## config.mk

```make
export PLATFORM = sky130hd
export DESIGN_NAME = window_min_jump_cost_flat
export DESIGN_NICKNAME = d
export VERILOG_FILES = /design/src/sv/wmjc_pkg.sv /design/src/sv/wmjc_if.sv /design/src/sv/window_min_jump_cost.sv /design/src/sv/wmjc_ctrl.sv /design/src/sv/wmjc_dpath.sv /design/src/flat_wrapper.sv
export SDC_FILE = /design/constraint.sdc
export NUM_CORES = 1
export LEC_CHECK = 0
export ABC_AREA = 1
export BUFFER_PORTS_ARGS = -buffer_cell sky130_fd_sc_hd__buf_2
export CORE_ASPECT_RATIO = 1.5
export CORE_MARGIN = 3
export CORE_UTILIZATION = 63
export CTS_CLUSTER_SIZE = 28
export DETAILED_ROUTE_END_ITERATION = 12
export PLACE_DENSITY_LB_ADDON = 0.08
export SLEW_MARGIN = 20
export SYNTH_ARGS = -nofsm -noshare
export SYNTH_HDL_FRONTEND = slang
export SYNTH_HIERARCHICAL = 1
export SYNTH_SLANG_ARGS = --single-unit
export TNS_END_PERCENT = 10
```

## constraint.sdc

```tcl
create_clock -name clk -period 7.8 [get_ports clk]
set_clock_uncertainty 0.15 [all_clocks]
set_input_delay 0 -clock clk [delete_from_list [all_inputs] [get_ports clk]]
set_output_delay 0 -clock clk [all_outputs]
set_load 0.02 [all_outputs]
```

## src/sv/wmjc_pkg.sv

```systemverilog
// package: shared constants, controller states and command/status types
package wmjc_pkg;

  localparam int MAX_JUMP_DEF    = 16;
  localparam int HEIGHT_BITS_DEF = 16;
  localparam int COST_W          = 32;
  localparam int LIMIT_W         = 5;

  localparam logic [COST_W-1:0]  COST_MAX    = '1;
  localparam logic [LIMIT_W-1:0] LIMIT_RESET = LIMIT_W'(1);

  // controller states, one-hot
  typedef enum logic [3:0] {
    ST_IDLE   = 4'b0001,
    ST_SCAN   = 4'b0010,
    ST_DRAIN  = 4'b0100,
    ST_COMMIT = 4'b1000
  } state_t;

  // controller to datapath
  typedef struct packed {
    logic accept;  // input beat taken this cycle
    logic issue;   // read one window entry
    logic commit;  // write back the stone and load the output register
  } cmd_t;

  // datapath to controller
  typedef struct packed {
    logic n_zero;      // no jump source for the stone on the input
    logic issue_last;  // the current read is the last window entry
    logic out_free;    // output register can take a result
  } status_t;

endpackage

```

## src/sv/wmjc_if.sv

```systemverilog
// channel interfaces: stone input, cost output and configuration write
interface wmjc_in_if #(
  parameter int HEIGHT_BITS = wmjc_pkg::HEIGHT_BITS_DEF
);
  logic                   valid;
  logic                   ready;
  logic [HEIGHT_BITS-1:0] height;
  logic                   first_stone;
  logic                   last_stone;

  modport source (output valid, output height, output first_stone, output last_stone,
                  input ready);
  modport sink   (input valid, input height, input first_stone, input last_stone,
                  output ready);
endinterface

interface wmjc_out_if;
  logic                        valid;
  logic                        ready;
  logic [wmjc_pkg::COST_W-1:0] cost;
  logic                        is_final;

  modport source (output valid, output cost, output is_final, input ready);
  modport sink   (input valid, input cost, input is_final, output ready);
endinterface

interface wmjc_cfg_if;
  logic                         valid;
  logic                         ready;
  logic [wmjc_pkg::LIMIT_W-1:0] data;

  modport source (output valid, output data, input ready);
  modport sink   (input valid, input data, output ready);
endinterface

```

## src/sv/window_min_jump_cost.sv

```systemverilog
// top level: least-cost frog jump over a stream of stone heights
//
// Each stone beat yields one cost beat: the least total cost to reach that stone by jumps
// of 1 to jump_limit stones back within the current sequence, a jump costing the absolute
// height difference and the sequence's first stone costing zero; costs saturate at
// 2^32-1 and is_final echoes last_stone. A stone with n jump sources, n the smaller of
// the stones seen so far in its sequence and the clamped jump_limit, occupies the block
// through these steps: take the beat; make n reads of the window memory through its
// single read port and take in the last read (both skipped when n is zero); write the
// stone back and load the output register. That last step waits for as long as the
// output register still holds a cost that has not been taken. The next stone is taken
// while a finished cost waits in the output register. jump_limit 0 acts as 1, above
// MAX_JUMP as MAX_JUMP; a stone after a final stone starts a new sequence.
module window_min_jump_cost #(
  parameter int MAX_JUMP    = wmjc_pkg::MAX_JUMP_DEF,
  parameter int HEIGHT_BITS = wmjc_pkg::HEIGHT_BITS_DEF
) (
  input logic       clk,
  input logic       rst_n,
  wmjc_in_if.sink   in_if,
  wmjc_out_if.source out_if,
  wmjc_cfg_if.sink  cfg_if
);

  wmjc_pkg::cmd_t    cmd;
  wmjc_pkg::status_t status;

  // configuration writes are always taken
  assign cfg_if.ready = 1'b1;

  // controller
  wmjc_ctrl u_ctrl (
    .clk      (clk),
    .rst_n    (rst_n),
    .in_valid (in_if.valid),
    .in_ready (in_if.ready),
    .status   (status),
    .cmd      (cmd)
  );

  // datapath
  wmjc_dpath #(
    .MAX_JUMP    (MAX_JUMP),
    .HEIGHT_BITS (HEIGHT_BITS)
  ) u_dpath (
    .clk            (clk),
    .rst_n          (rst_n),
    .cmd            (cmd),
    .status         (status),
    .in_height      (in_if.height),
    .in_first_stone (in_if.first_stone),
    .in_last_stone  (in_if.last_stone),
    .cfg_valid      (cfg_if.valid),
    .cfg_data       (cfg_if.data),
    .out_valid      (out_if.valid),
    .out_ready      (out_if.ready),
    .out_cost       (out_if.cost),
    .out_is_final   (out_if.is_final)
  );

endmodule

```

## src/sv/wmjc_ctrl.sv

```systemverilog
// controller: sequences accept, window scan, drain and commit of one stone
module wmjc_ctrl (
  input  logic              clk,
  input  logic              rst_n,
  input  logic              in_valid,
  output logic              in_ready,
  input  wmjc_pkg::status_t status,
  output wmjc_pkg::cmd_t    cmd
);

  wmjc_pkg::state_t state_r;
  wmjc_pkg::state_t state_nxt;

  // state register
  always_ff @(posedge clk) begin
    if (!rst_n) begin
      state_r <= wmjc_pkg::ST_IDLE;
    end else begin
      state_r <= state_nxt;
    end
  end

  // next state and commands
  always_comb begin
    state_nxt  = state_r;
    cmd.accept = 1'b0;
    cmd.issue  = 1'b0;
    cmd.commit = 1'b0;
    in_ready   = 1'b0;
    case (state_r)
      wmjc_pkg::ST_IDLE: begin
        in_ready = 1'b1;
        if (in_valid) begin
          cmd.accept = 1'b1;
          state_nxt  = status.n_zero ? wmjc_pkg::ST_COMMIT : wmjc_pkg::ST_SCAN;
        end
      end
      wmjc_pkg::ST_SCAN: begin
        cmd.issue = 1'b1;
        if (status.issue_last) begin
          state_nxt = wmjc_pkg::ST_DRAIN;
        end
      end
      wmjc_pkg::ST_DRAIN: begin
        state_nxt = wmjc_pkg::ST_COMMIT;
      end
      wmjc_pkg::ST_COMMIT: begin
        if (status.out_free) begin
          cmd.commit = 1'b1;
          state_nxt  = wmjc_pkg::ST_IDLE;
        end
      end
      default: begin
        state_nxt = wmjc_pkg::ST_IDLE;
      end
    endcase
  end

endmodule

```

## src/sv/wmjc_dpath.sv

```systemverilog
// datapath: window memory, min accumulator, fill count, limit register, output register
module wmjc_dpath #(
  parameter int MAX_JUMP    = wmjc_pkg::MAX_JUMP_DEF,
  parameter int HEIGHT_BITS = wmjc_pkg::HEIGHT_BITS_DEF
) (
  input  logic                          clk,
  input  logic                          rst_n,
  input  wmjc_pkg::cmd_t                cmd,
  output wmjc_pkg::status_t             status,
  input  logic [HEIGHT_BITS-1:0]        in_height,
  input  logic                          in_first_stone,
  input  logic                          in_last_stone,
  input  logic                          cfg_valid,
  input  logic [wmjc_pkg::LIMIT_W-1:0]  cfg_data,
  output logic                          out_valid,
  input  logic                          out_ready,
  output logic [wmjc_pkg::COST_W-1:0]   out_cost,
  output logic                          out_is_final
);

  localparam int PTR_W  = (MAX_JUMP > 1) ? $clog2(MAX_JUMP) : 1;
  localparam int FILL_W = $clog2(MAX_JUMP + 1);
  localparam int CMP_W  = FILL_W + wmjc_pkg::LIMIT_W;
  localparam int ADDR_W = PTR_W + 2;
  localparam int CW     = wmjc_pkg::COST_W;
  localparam int MEM_W  = HEIGHT_BITS + CW;

  // window memory: newest entry sits just below the write pointer
  logic [MEM_W-1:0] mem [MAX_JUMP];

  logic [wmjc_pkg::LIMIT_W-1:0] lim_r;
  logic [HEIGHT_BITS-1:0]       height_r;
  logic                         last_r;
  logic [FILL_W-1:0]            n_r;
  logic [FILL_W-1:0]            issue_r;
  logic [PTR_W-1:0]             wp_r;
  logic [FILL_W-1:0]            fill_r;
  logic [MEM_W-1:0]             rd_data_r;
  logic                         rd_vld_r;
  logic [CW-1:0]                min_r;
  logic                         out_valid_r;
  logic [CW-1:0]                out_cost_r;
  logic                         out_final_r;

  logic [CMP_W-1:0]       lim_ext;
  logic [FILL_W-1:0]      eff_lim;
  logic [FILL_W-1:0]      fill_base;
  logic [FILL_W-1:0]      n_now;
  logic [ADDR_W-1:0]      addr_sum;
  logic [ADDR_W-1:0]      addr_red;
  logic [PTR_W-1:0]       rd_addr;
  logic [HEIGHT_BITS-1:0] rd_height;
  logic [CW-1:0]          rd_cost;
  logic [HEIGHT_BITS-1:0] hdiff;
  logic [CW:0]            cand_sum;
  logic [CW-1:0]          cand;

  // effective jump limit, clamped to 1..MAX_JUMP
  assign lim_ext = {{FILL_W{1'b0}}, lim_r};
  always_comb begin
    if (lim_r == '0) begin
      eff_lim = FILL_W'(1);
    end else if (lim_ext > CMP_W'(MAX_JUMP)) begin
      eff_lim = FILL_W'(MAX_JUMP);
    end else begin
      eff_lim = lim_ext[FILL_W-1:0];
    end
  end

  // number of jump sources for the stone on the input
  assign fill_base = in_first_stone ? '0 : fill_r;
  assign n_now     = (fill_base < eff_lim) ? fill_base : eff_lim;

  assign status.n_zero     = (n_now == '0);
  assign status.issue_last = ((issue_r + FILL_W'(1)) == n_r);
  assign status.out_free   = !out_valid_r || out_ready;

  // read address: entry issue_r back from the newest, wrapped
  assign addr_sum = ADDR_W'(wp_r) + ADDR_W'(MAX_JUMP - 1) - ADDR_W'(issue_r);
  assign addr_red = (addr_sum >= ADDR_W'(MAX_JUMP)) ? addr_sum - ADDR_W'(MAX_JUMP)
                                                    : addr_sum;
  assign rd_addr  = addr_red[PTR_W-1:0];

  // candidate cost from the entry read last cycle, saturating
  assign rd_height = rd_data_r[MEM_W-1:CW];
  assign rd_cost   = rd_data_r[CW-1:0];
  assign hdiff     = (height_r >= rd_height) ? height_r - rd_height : rd_height - height_r;
  assign cand_sum  = {1'b0, rd_cost} + (CW+1)'(hdiff);
  assign cand      = cand_sum[CW] ? wmjc_pkg::COST_MAX : cand_sum[CW-1:0];

  // window memory write and registered read
  always_ff @(posedge clk) begin
    if (cmd.commit) begin
      mem[wp_r] <= {height_r, min_r};
    end
    if (cmd.issue) begin
      rd_data_r <= mem[rd_addr];
    end
  end

  // control registers
  always_ff @(posedge clk) begin
    if (!rst_n) begin
      lim_r       <= wmjc_pkg::LIMIT_RESET;
      fill_r      <= '0;
      wp_r        <= '0;
      issue_r     <= '0;
      rd_vld_r    <= 1'b0;
      out_valid_r <= 1'b0;
    end else begin
      if (cfg_valid) begin
        lim_r <= cfg_data;
      end
      rd_vld_r <= cmd.issue;
      if (cmd.accept) begin
        fill_r  <= fill_base;
        issue_r <= '0;
      end else if (cmd.issue) begin
        issue_r <= issue_r + FILL_W'(1);
      end
      if (cmd.commit) begin
        wp_r <= (wp_r == PTR_W'(MAX_JUMP - 1)) ? '0 : wp_r + PTR_W'(1);
        if (last_r) begin
          fill_r <= '0;
        end else if (fill_r < FILL_W'(MAX_JUMP)) begin
          fill_r <= fill_r + FILL_W'(1);
        end
        out_valid_r <= 1'b1;
      end else if (out_ready) begin
        out_valid_r <= 1'b0;
      end
    end
  end

  // payload registers
  always_ff @(posedge clk) begin
    if (cmd.accept) begin
      height_r <= in_height;
      last_r   <= in_last_stone;
      n_r      <= n_now;
      min_r    <= (n_now == '0) ? '0 : wmjc_pkg::COST_MAX;
    end else if (rd_vld_r && (cand < min_r)) begin
      min_r <= cand;
    end
    if (cmd.commit) begin
      out_cost_r  <= min_r;
      out_final_r <= last_r;
    end
  end

  assign out_valid    = out_valid_r;
  assign out_cost     = out_cost_r;
  assign out_is_final = out_final_r;

endmodule
```

## src/flat_wrapper.sv

```systemverilog
// flat-port wrapper written by rule: the top's interface ports become plain ports
module window_min_jump_cost_flat 
#(
  parameter int MAX_JUMP    = wmjc_pkg::MAX_JUMP_DEF,
  parameter int HEIGHT_BITS = wmjc_pkg::HEIGHT_BITS_DEF
)
  (clk, rst_n, in_if_valid, in_if_height, in_if_first_stone, in_if_last_stone, in_if_ready, out_if_valid, out_if_cost, out_if_is_final, out_if_ready, cfg_if_valid, cfg_if_data, cfg_if_ready);
  wmjc_in_if #(.HEIGHT_BITS(HEIGHT_BITS)) in_if_i ();
  wmjc_out_if out_if_i ();
  wmjc_cfg_if cfg_if_i ();
  input logic clk;
  input logic rst_n;
  input wire logic [$bits(in_if_i.valid)-1:0] in_if_valid;
  input wire logic [$bits(in_if_i.height)-1:0] in_if_height;
  input wire logic [$bits(in_if_i.first_stone)-1:0] in_if_first_stone;
  input wire logic [$bits(in_if_i.last_stone)-1:0] in_if_last_stone;
  output wire logic [$bits(in_if_i.ready)-1:0] in_if_ready;
  output wire logic [$bits(out_if_i.valid)-1:0] out_if_valid;
  output wire logic [$bits(out_if_i.cost)-1:0] out_if_cost;
  output wire logic [$bits(out_if_i.is_final)-1:0] out_if_is_final;
  input wire logic [$bits(out_if_i.ready)-1:0] out_if_ready;
  input wire logic [$bits(cfg_if_i.valid)-1:0] cfg_if_valid;
  input wire logic [$bits(cfg_if_i.data)-1:0] cfg_if_data;
  output wire logic [$bits(cfg_if_i.ready)-1:0] cfg_if_ready;
  assign in_if_i.valid = in_if_valid;
  assign in_if_i.height = in_if_height;
  assign in_if_i.first_stone = in_if_first_stone;
  assign in_if_i.last_stone = in_if_last_stone;
  assign in_if_ready = in_if_i.ready;
  assign out_if_valid = out_if_i.valid;
  assign out_if_cost = out_if_i.cost;
  assign out_if_is_final = out_if_i.is_final;
  assign out_if_i.ready = out_if_ready;
  assign cfg_if_i.valid = cfg_if_valid;
  assign cfg_if_i.data = cfg_if_data;
  assign cfg_if_ready = cfg_if_i.ready;
  window_min_jump_cost #(.MAX_JUMP(MAX_JUMP), .HEIGHT_BITS(HEIGHT_BITS)) u_core (.clk(clk), .rst_n(rst_n), .in_if(in_if_i), .out_if(out_if_i), .cfg_if(cfg_if_i));
endmodule
```

==> results.sh, run 1 <==
export IMPL_synth_cell_types=61
export IMPL_clk_path_buf_depth=3
export IMPL_slowest_stage="edfxtp_1"
export IMPL_synth_seq_cells=928
export IMPL_cts_max_level=3
export IMPL_layout_nets=3393
export IMPL_hpwlAfterDp_um=52400
export IMPL_cp_slowest_stage_delay_ns=0.61
export IMPL_outcome="completed"
export IMPL_portBuffers=62
export IMPL_core_area_um2=62600
export IMPL_pin_count=64
export IMPL_cp_start_kind="register"
export IMPL_cts_root_buf="clkbuf_16"
export IMPL_power_leakage_nw=17.3
export IMPL_cts_tree="built"
export IMPL_gp_congestion=0.929
export IMPL_yosys_area_top_type="edfxtp_1"
export IMPL_synth_ff_type="edfxtp_1"
export IMPL_period_needed_ns=6.73
export IMPL_vias_per_cell=6.08
export IMPL_antennaDiodeCount=0
export IMPL_dr_total_vias=25146
export IMPL_synth_avg_cell_area_um2=12.7
export IMPL_max_vdd_ir_drop_uv=295
export IMPL_fin_crit_sh_pct=86.3
export IMPL_die_x_um=212
export IMPL_hold_path_class="in -> reg"
export IMPL_synthArstFlopShare_pct=0
export IMPL_grt_pass1_vias=24841
export IMPL_grt_use_total_pct=29.5
export IMPL_end_kind="register"
export IMPL_numCtsBuffers=83
export IMPL_syn_area_um2=40200
export IMPL_report_power_total_mw=15.9
export IMPL_cts_resized_gates=0
export IMPL_clk_pin_slew_worst_paths_ns=0.06
export IMPL_wl_per_cell_um=23.7
export IMPL_dieArea_um2=66900
export IMPL_syn_to_final_growth_pct=11.0
export IMPL_syn_inst=3172
export IMPL_drt_pass1_iterations=7
export IMPL_synth_area_leaders="edfxtp_1 (68%), mux2i_1 (4.9%), o21ai_0 (4.2%)"
export IMPL_finalMaxSlewViolations=0
export IMPL_clock_fmax_mhz=149
export IMPL_ant_nets=0
export IMPL_cap_violations=0
export IMPL_synth_edf_count=903
export IMPL_die_h_um=315
export IMPL_initial_core_util_pct=64.1
export IMPL_rrSetupSlack_ns=1.07
export IMPL_rsz0062_at_grt="false"
export IMPL_cpMostUsedCell="nand2_1"
export IMPL_grt_busiest_layer="met2"
export IMPL_synth_net_count=3295
export IMPL_use_met1_pct=36.8
export IMPL_clk_latency_ns=0.64
export IMPL_fin_tns_setup_ns=0
export IMPL_final_area_um2=44600
export IMPL_crit_arrival_ns=6.87
export IMPL_critPathKind="reg -> reg"
export IMPL_grt_pass1_wl_um=146000
export IMPL_placed_area_um2=41300
export IMPL_relSlewSlack_pct=20.5
export IMPL_p_per_area_nw_per_um2=357
export IMPL_synth_warnings=6
export IMPL_met3_usage_pct=3.83
export IMPL_hold_viol=0
export IMPL_setup_violations=0
export IMPL_grt_use_met2_pct=52.3
export IMPL_path_delay_family="simple AND/OR/NAND/NOR gates"
export IMPL_row_count=112
export IMPL_clock_sinks=928
export IMPL_worst_pin_slew_ns=1.19
export IMPL_post_cts_setup_buffer_count=0
export IMPL_cp_num_buf_inv=6
export IMPL_drt_initial_drc_count=2260
export IMPL_grt_ovfl_total=0
export IMPL_antenna_found_initial=0
export IMPL_totalWireLength_um=97800
export IMPL_grt_max_degree=200
export IMPL_yosysSeqAreaShare_pct=68.8
export IMPL_worstPathRequired_ns=7.94
export IMPL_drive_gt1_share_pct=8.85
export IMPL_synth_top_area_share_pct=67.5
export IMPL_drc_errors=0
export IMPL_critPathMaxFanout=32
## cells in the final DEF (no fill, tap or decap), types with 60 or more instances in the layout
cell and n:
a21oi_1 314, edfxtp_1 903, dlygate4sd3_1 60, nand2_1 336, mux2i_1 195, nor2_1 70
ha_1 90, clkbuf_16 86, o21ai_0 335, buf_2 62, o211ai_1 98, inv_1 371
## area by class of cell
| class | instances | area [µm²] |
|---|---|---|
| flip-flops and latches | 928 | 27600 |
| fillers | 4177 | 18100 |
| multi-input cells | 1716 | 10700 |
| clock buffers | 104 | 2240 |
| inverters | 380 | 1440 |
| repair buffers | 161 | 1230 |
| well taps | 798 | 998 |
| clock inverters | 46 | 397 |
## cells in the mapped netlist (3+ instances only)
cell type and count:
edfxtp_1 903, inv_1 373, nand2_1 336, o21ai_0 335, a21oi_1 314, mux2i_1 195, clkbuf_1 99, o211ai_1 98
ha_1 91, nor2_1 88, a31oi_1 55, nand3_1 43, buf_2 29, dfxtp_1 25, xor2_1 20, or2_2 15
buf_1 14, nand4_1 12, nor3_1 12, xnor2_1 10, o21a_1 9, a211oi_1 6, o21ai_1 6, a21boi_0 5
inv_2 5, nor2_2 5, a21o_1 4, buf_6 4, fa_1 4, nand2_2 4, nor4_1 4, o21ai_2 4
o21bai_1 4, o31ai_1 4, nand3_2 3, nand3b_1 3
## where the power goes
| part | internal (mW) | total [mW] | switching, mW | leakage [nW] |
|---|---|---|---|---|
| clock | 2.24 | 4.00 | 1.76 | 1.29 |
| combinational | 1.64 | 4.99 | 3.35 | 7.66 |
| sequential | 6.38 | 6.94 | 0.559 | 8.35 |
| total | 10.3 | 15.9 | 5.67 | 17.3 |
## layer usage
layer	wire [µm]	part of all wire, %
met1	37300	38
met2	50600	52
met3	6220	6.4
met4	3630	3.7
met5	0	0
## worst min-delay path, cell delays in order
cell and delay [ns]:
buf_2 0.13, o21ai_0 0.10, nor2_1 0.12, dlygate4sd3_1 0.58
## state kept, by name, indices dropped and copies added (netlist names), 16 cells and up
| name | count |
|---|---|
| u_core/u_dpath/rd_data_r | 48 |
| u_core/u_dpath/mem | 768 |
| u_core/u_dpath/out_cost | 32 |
| u_core/u_dpath/min_r | 32 |
| u_core/u_dpath/height_r | 16 |
## path summary, 6_finish.rpt
| check | startpoint | endpoint | cells past startpoint |
|---|---|---|---|
| worst max-delay path | u_core/u_dpath/height_r[0] | u_core/u_dpath/min_r[28] | 34 |
| worst min-delay path | cfg_if_valid | u_core/u_dpath/lim_r[1] | 4 |
| worst max register to register | u_core/u_dpath/height_r[0] | u_core/u_dpath/min_r[28] | 34 |
| worst min register to register | u_core/u_dpath/last_r | u_core/u_dpath/out_is_final | 0 |
## timing repair
item                                    4_1_cts  5_1_grt
endpoints found under the hold margin        68        0
endpoints found under the setup margin        0        0
hold buffers                                 60        0
## stage by stage
stage	util [%]	worst slack, ns	hold WS [ns]	instances
finish	71.2	1.07	0.177	4133
global route	71.2	0.381	0.190	4133
CTS	71.2	1.06	0.0229	4133
detailed placement	66.0	1.10	0.0296	3923
global placement	66.0	1.21	0.0289	3923
floorplan	-	2.05	-0.0659	3172
## cell families (layout without fill, tap and decap cells)
logic type	count (synthesis)	after routing	synth area share, %
and+or+nand+nor	540	540	5.74
buffers and inverters	528	691	5.12
muxes	195	195	4.86
adders and majority gates	95	95	3.03
AOI/OAI and AO/OA	855	855	11.8
DFF	928	928	68.8
other	1	1	0.00934
xor gates and xnor gates	30	30	0.654
No activity file was read; power rests on OpenSTA's default activity.
==> run 2: changes to the inputs <==
CORE_UTILIZATION = 57   (was 63)
==> results.sh, run 2 (synthesis results as in run 1) <==
export IMPL_rsz0062_at_grt="false"
export IMPL_syn_to_final_growth_pct=11.5
export IMPL_antenna_found_initial=1
export IMPL_cts_root_buf="clkbuf_16"
export IMPL_numCtsBuffers=84
export IMPL_outcome="completed"
export IMPL_dp_cells=4024
export IMPL_multi_input_area_um2=10700
export IMPL_final_cells=4233
export IMPL_post_cts_setup_buffer_count=0
export IMPL_dieArea_um2=73700
export IMPL_fin_crit_sh_pct=86.8
export IMPL_cap_violations=0
export IMPL_power_frac_clock_pct=25.1
export IMPL_cp_slowest_stage_delay_ns=0.61
export IMPL_wl_per_cell_um=23.6
export IMPL_clk_latency_ns=0.63
export IMPL_path_depth=31
export IMPL_ant_nets=0
export IMPL_gp_congestion=0.910
export IMPL_mostFrequentLayoutCells="edfxtp_1 (903), inv_1 (371), nand2_1 (336)"
export IMPL_combPwrFrac_pct=31.5
export IMPL_cts_max_level=3
export IMPL_r2r_start="u_core/u_dpath/height_r[0]"
export IMPL_grt_pass1_vias=25309
export IMPL_critPathMaxFanout=32
export IMPL_slowest_stage="edfxtp_1"
export IMPL_row_count=118
export IMPL_post_place_ws_ns=0.937
export IMPL_portBuffers=62
export IMPL_vias_per_cell=5.95
export IMPL_reg_top3="u_core/u_dpath/mem: 768 flops, u_core/u_dpath/rd_data_r: 48 flops"
export IMPL_drc_errors=0
export IMPL_cpMostUsedCell="nand2_1"
export IMPL_fin_tns_setup_ns=0
export IMPL_layout_nets=3393
export IMPL_startpoint="u_core/u_dpath/height_r[0]"
export IMPL_die_x_um=223
export IMPL_pwr_share_seq_pct=43.4
export IMPL_max_vdd_ir_drop_uv=476
export IMPL_r2r_end="u_core/u_dpath/min_r[6]"
export IMPL_pin_count=64
export IMPL_hpwlAfterDp_um=56100
export IMPL_drt_initial_drc_count=2042
export IMPL_worst_pin_slew_ns=1.11
export IMPL_dr_total_vias=25188
export IMPL_cp_start_kind="register"
export IMPL_regArea_um2=27600
export IMPL_relSlewSlack_pct=25.7
export IMPL_crit_arrival_ns=6.90
export IMPL_cts_resized_gates=0
export IMPL_drt_pass1_iterations=5
export IMPL_setup_violations=0
export IMPL_finalMaxSlewViolations=0
export IMPL_antennaDiodeCount=0
export IMPL_fill_cells=5187
export IMPL_power_leakage_nw=17.3
export IMPL_grt_pass1_wl_um=150000
export IMPL_largest_reg_flops=768
export IMPL_clock_fmax_mhz=148
export IMPL_core_area_um2=69400
export IMPL_sw_frac_of_total_pct=35.6
export IMPL_p_per_area_nw_per_um2=357
export IMPL_clk_path_buf_depth=3
export IMPL_worstPathRequired_ns=7.93
export IMPL_clk_pin_slew_worst_paths_ns=0.06
export IMPL_regMostFlops="u_core/u_dpath/mem"
export IMPL_grt_use_total_pct=27.1
export IMPL_grt_max_degree=175
export IMPL_grt_ovfl_total=0
export IMPL_period_needed_ns=6.77
export IMPL_finalWorstSetupSlack_ns=1.03
export IMPL_drive_gt1_share_pct=8.91
export IMPL_die_h_um=331
export IMPL_cts_tree="built"
export IMPL_hold_buffers=58
export IMPL_p_switching_mw=5.68
export IMPL_endpoint="u_core/u_dpath/min_r[6]"
export IMPL_initial_core_util_pct=57.9
export IMPL_critPathKind="reg -> reg"
export IMPL_totalWireLength_um=100000
export IMPL_mostFrequentLayoutCell="edfxtp_1"
export IMPL_cp_num_buf_inv=5
export IMPL_path_delay_family="simple AND/OR/NAND/NOR gates"
export IMPL_hold_path_class="in -> reg"
export IMPL_intPower_mw=10.3
export IMPL_hold_viol=0
export IMPL_end_kind="register"
export IMPL_clock_sinks=928
export IMPL_worstRegToRegCells=31
export IMPL_rrSetupSlack_ns=1.03
==> run 2: changes by cell type in the layout (fill, tap and decap cells not counted), sizes merged <==
cell,before,now
buf,101,102
bufinv,6,7
clkbuf,104,103
clkinv,36,32
clkinvlp,3,4
dlygate4sd3,60,58
inv,381,383
==> run 2: layer usage <==
layer  up-vias  part of all wire (%)  global-route usage (%)
met1     12595                    40                    34.2
met2       777                    52                    48.6
li1      11629                     -                       -
met4         2                   3.0                    9.16
met5         -                 0.013                       0
met3       185                   5.4                    3.53
==> run 2: power by group through the flow <==
stage	Sequential (mW)	Clock [mW]	Combinational [mW]
4_1_cts	6.95	4.09	5.03
2_1_floorplan	6.81	0	3.49
6_report	6.93	4.01	5.02
5_1_grt	7.01	4.28	5.60
3_5_place_dp	7.05	0	4.97
3_3_place_gp	7.02	0	4.94
==> run 2: area by class of cell <==
type | count | share of cell area, %
Multi-Input combinational cell | 1716 | 23.8
Clock buffer | 103 | 4.97
Clock inverter | 46 | 0.923
Sequential cell | 928 | 61.7
Inverter | 380 | 3.22
Timing Repair Buffer | 160 | 2.86
Tap cell | 900 | 2.52
==> run 2: per-stage QoR <==
step / util (%) / total power, mW / hold WS, ns / instance area, µm²
6_report: 64.5 / 16.0 / 0.0492 / 44800
5_1_grt: 64.5 / 16.9 / 0.0568 / 44800
4_1_cts: 64.4 / 16.1 / 0.0369 / 44700
3_5_place_dp: 59.8 / 12.0 / 0.0281 / 41500
3_3_place_gp: 59.8 / 12.0 / 0.0279 / 41500
2_1_floorplan: - / 10.3 / -0.0659 / 40200
==> run 2: worst min path at each step <==
stage / start / endpoint / slack (ns) / cells past startpoint
floorplan: rst_n / u_core/u_ctrl/state_r[0] / -0.07 / 1
global placement: in_if_height[15] / u_core/u_dpath/height_r[15] / 0.03 / 1
detailed placement: in_if_height[10] / u_core/u_dpath/height_r[10] / 0.03 / 1
CTS: cfg_if_valid / u_core/u_dpath/lim_r[2] / 0.04 / 4
global route: in_if_height[8] / u_core/u_dpath/height_r[8] / 0.06 / 2
finish: in_if_height[8] / u_core/u_dpath/height_r[8] / 0.05 / 2
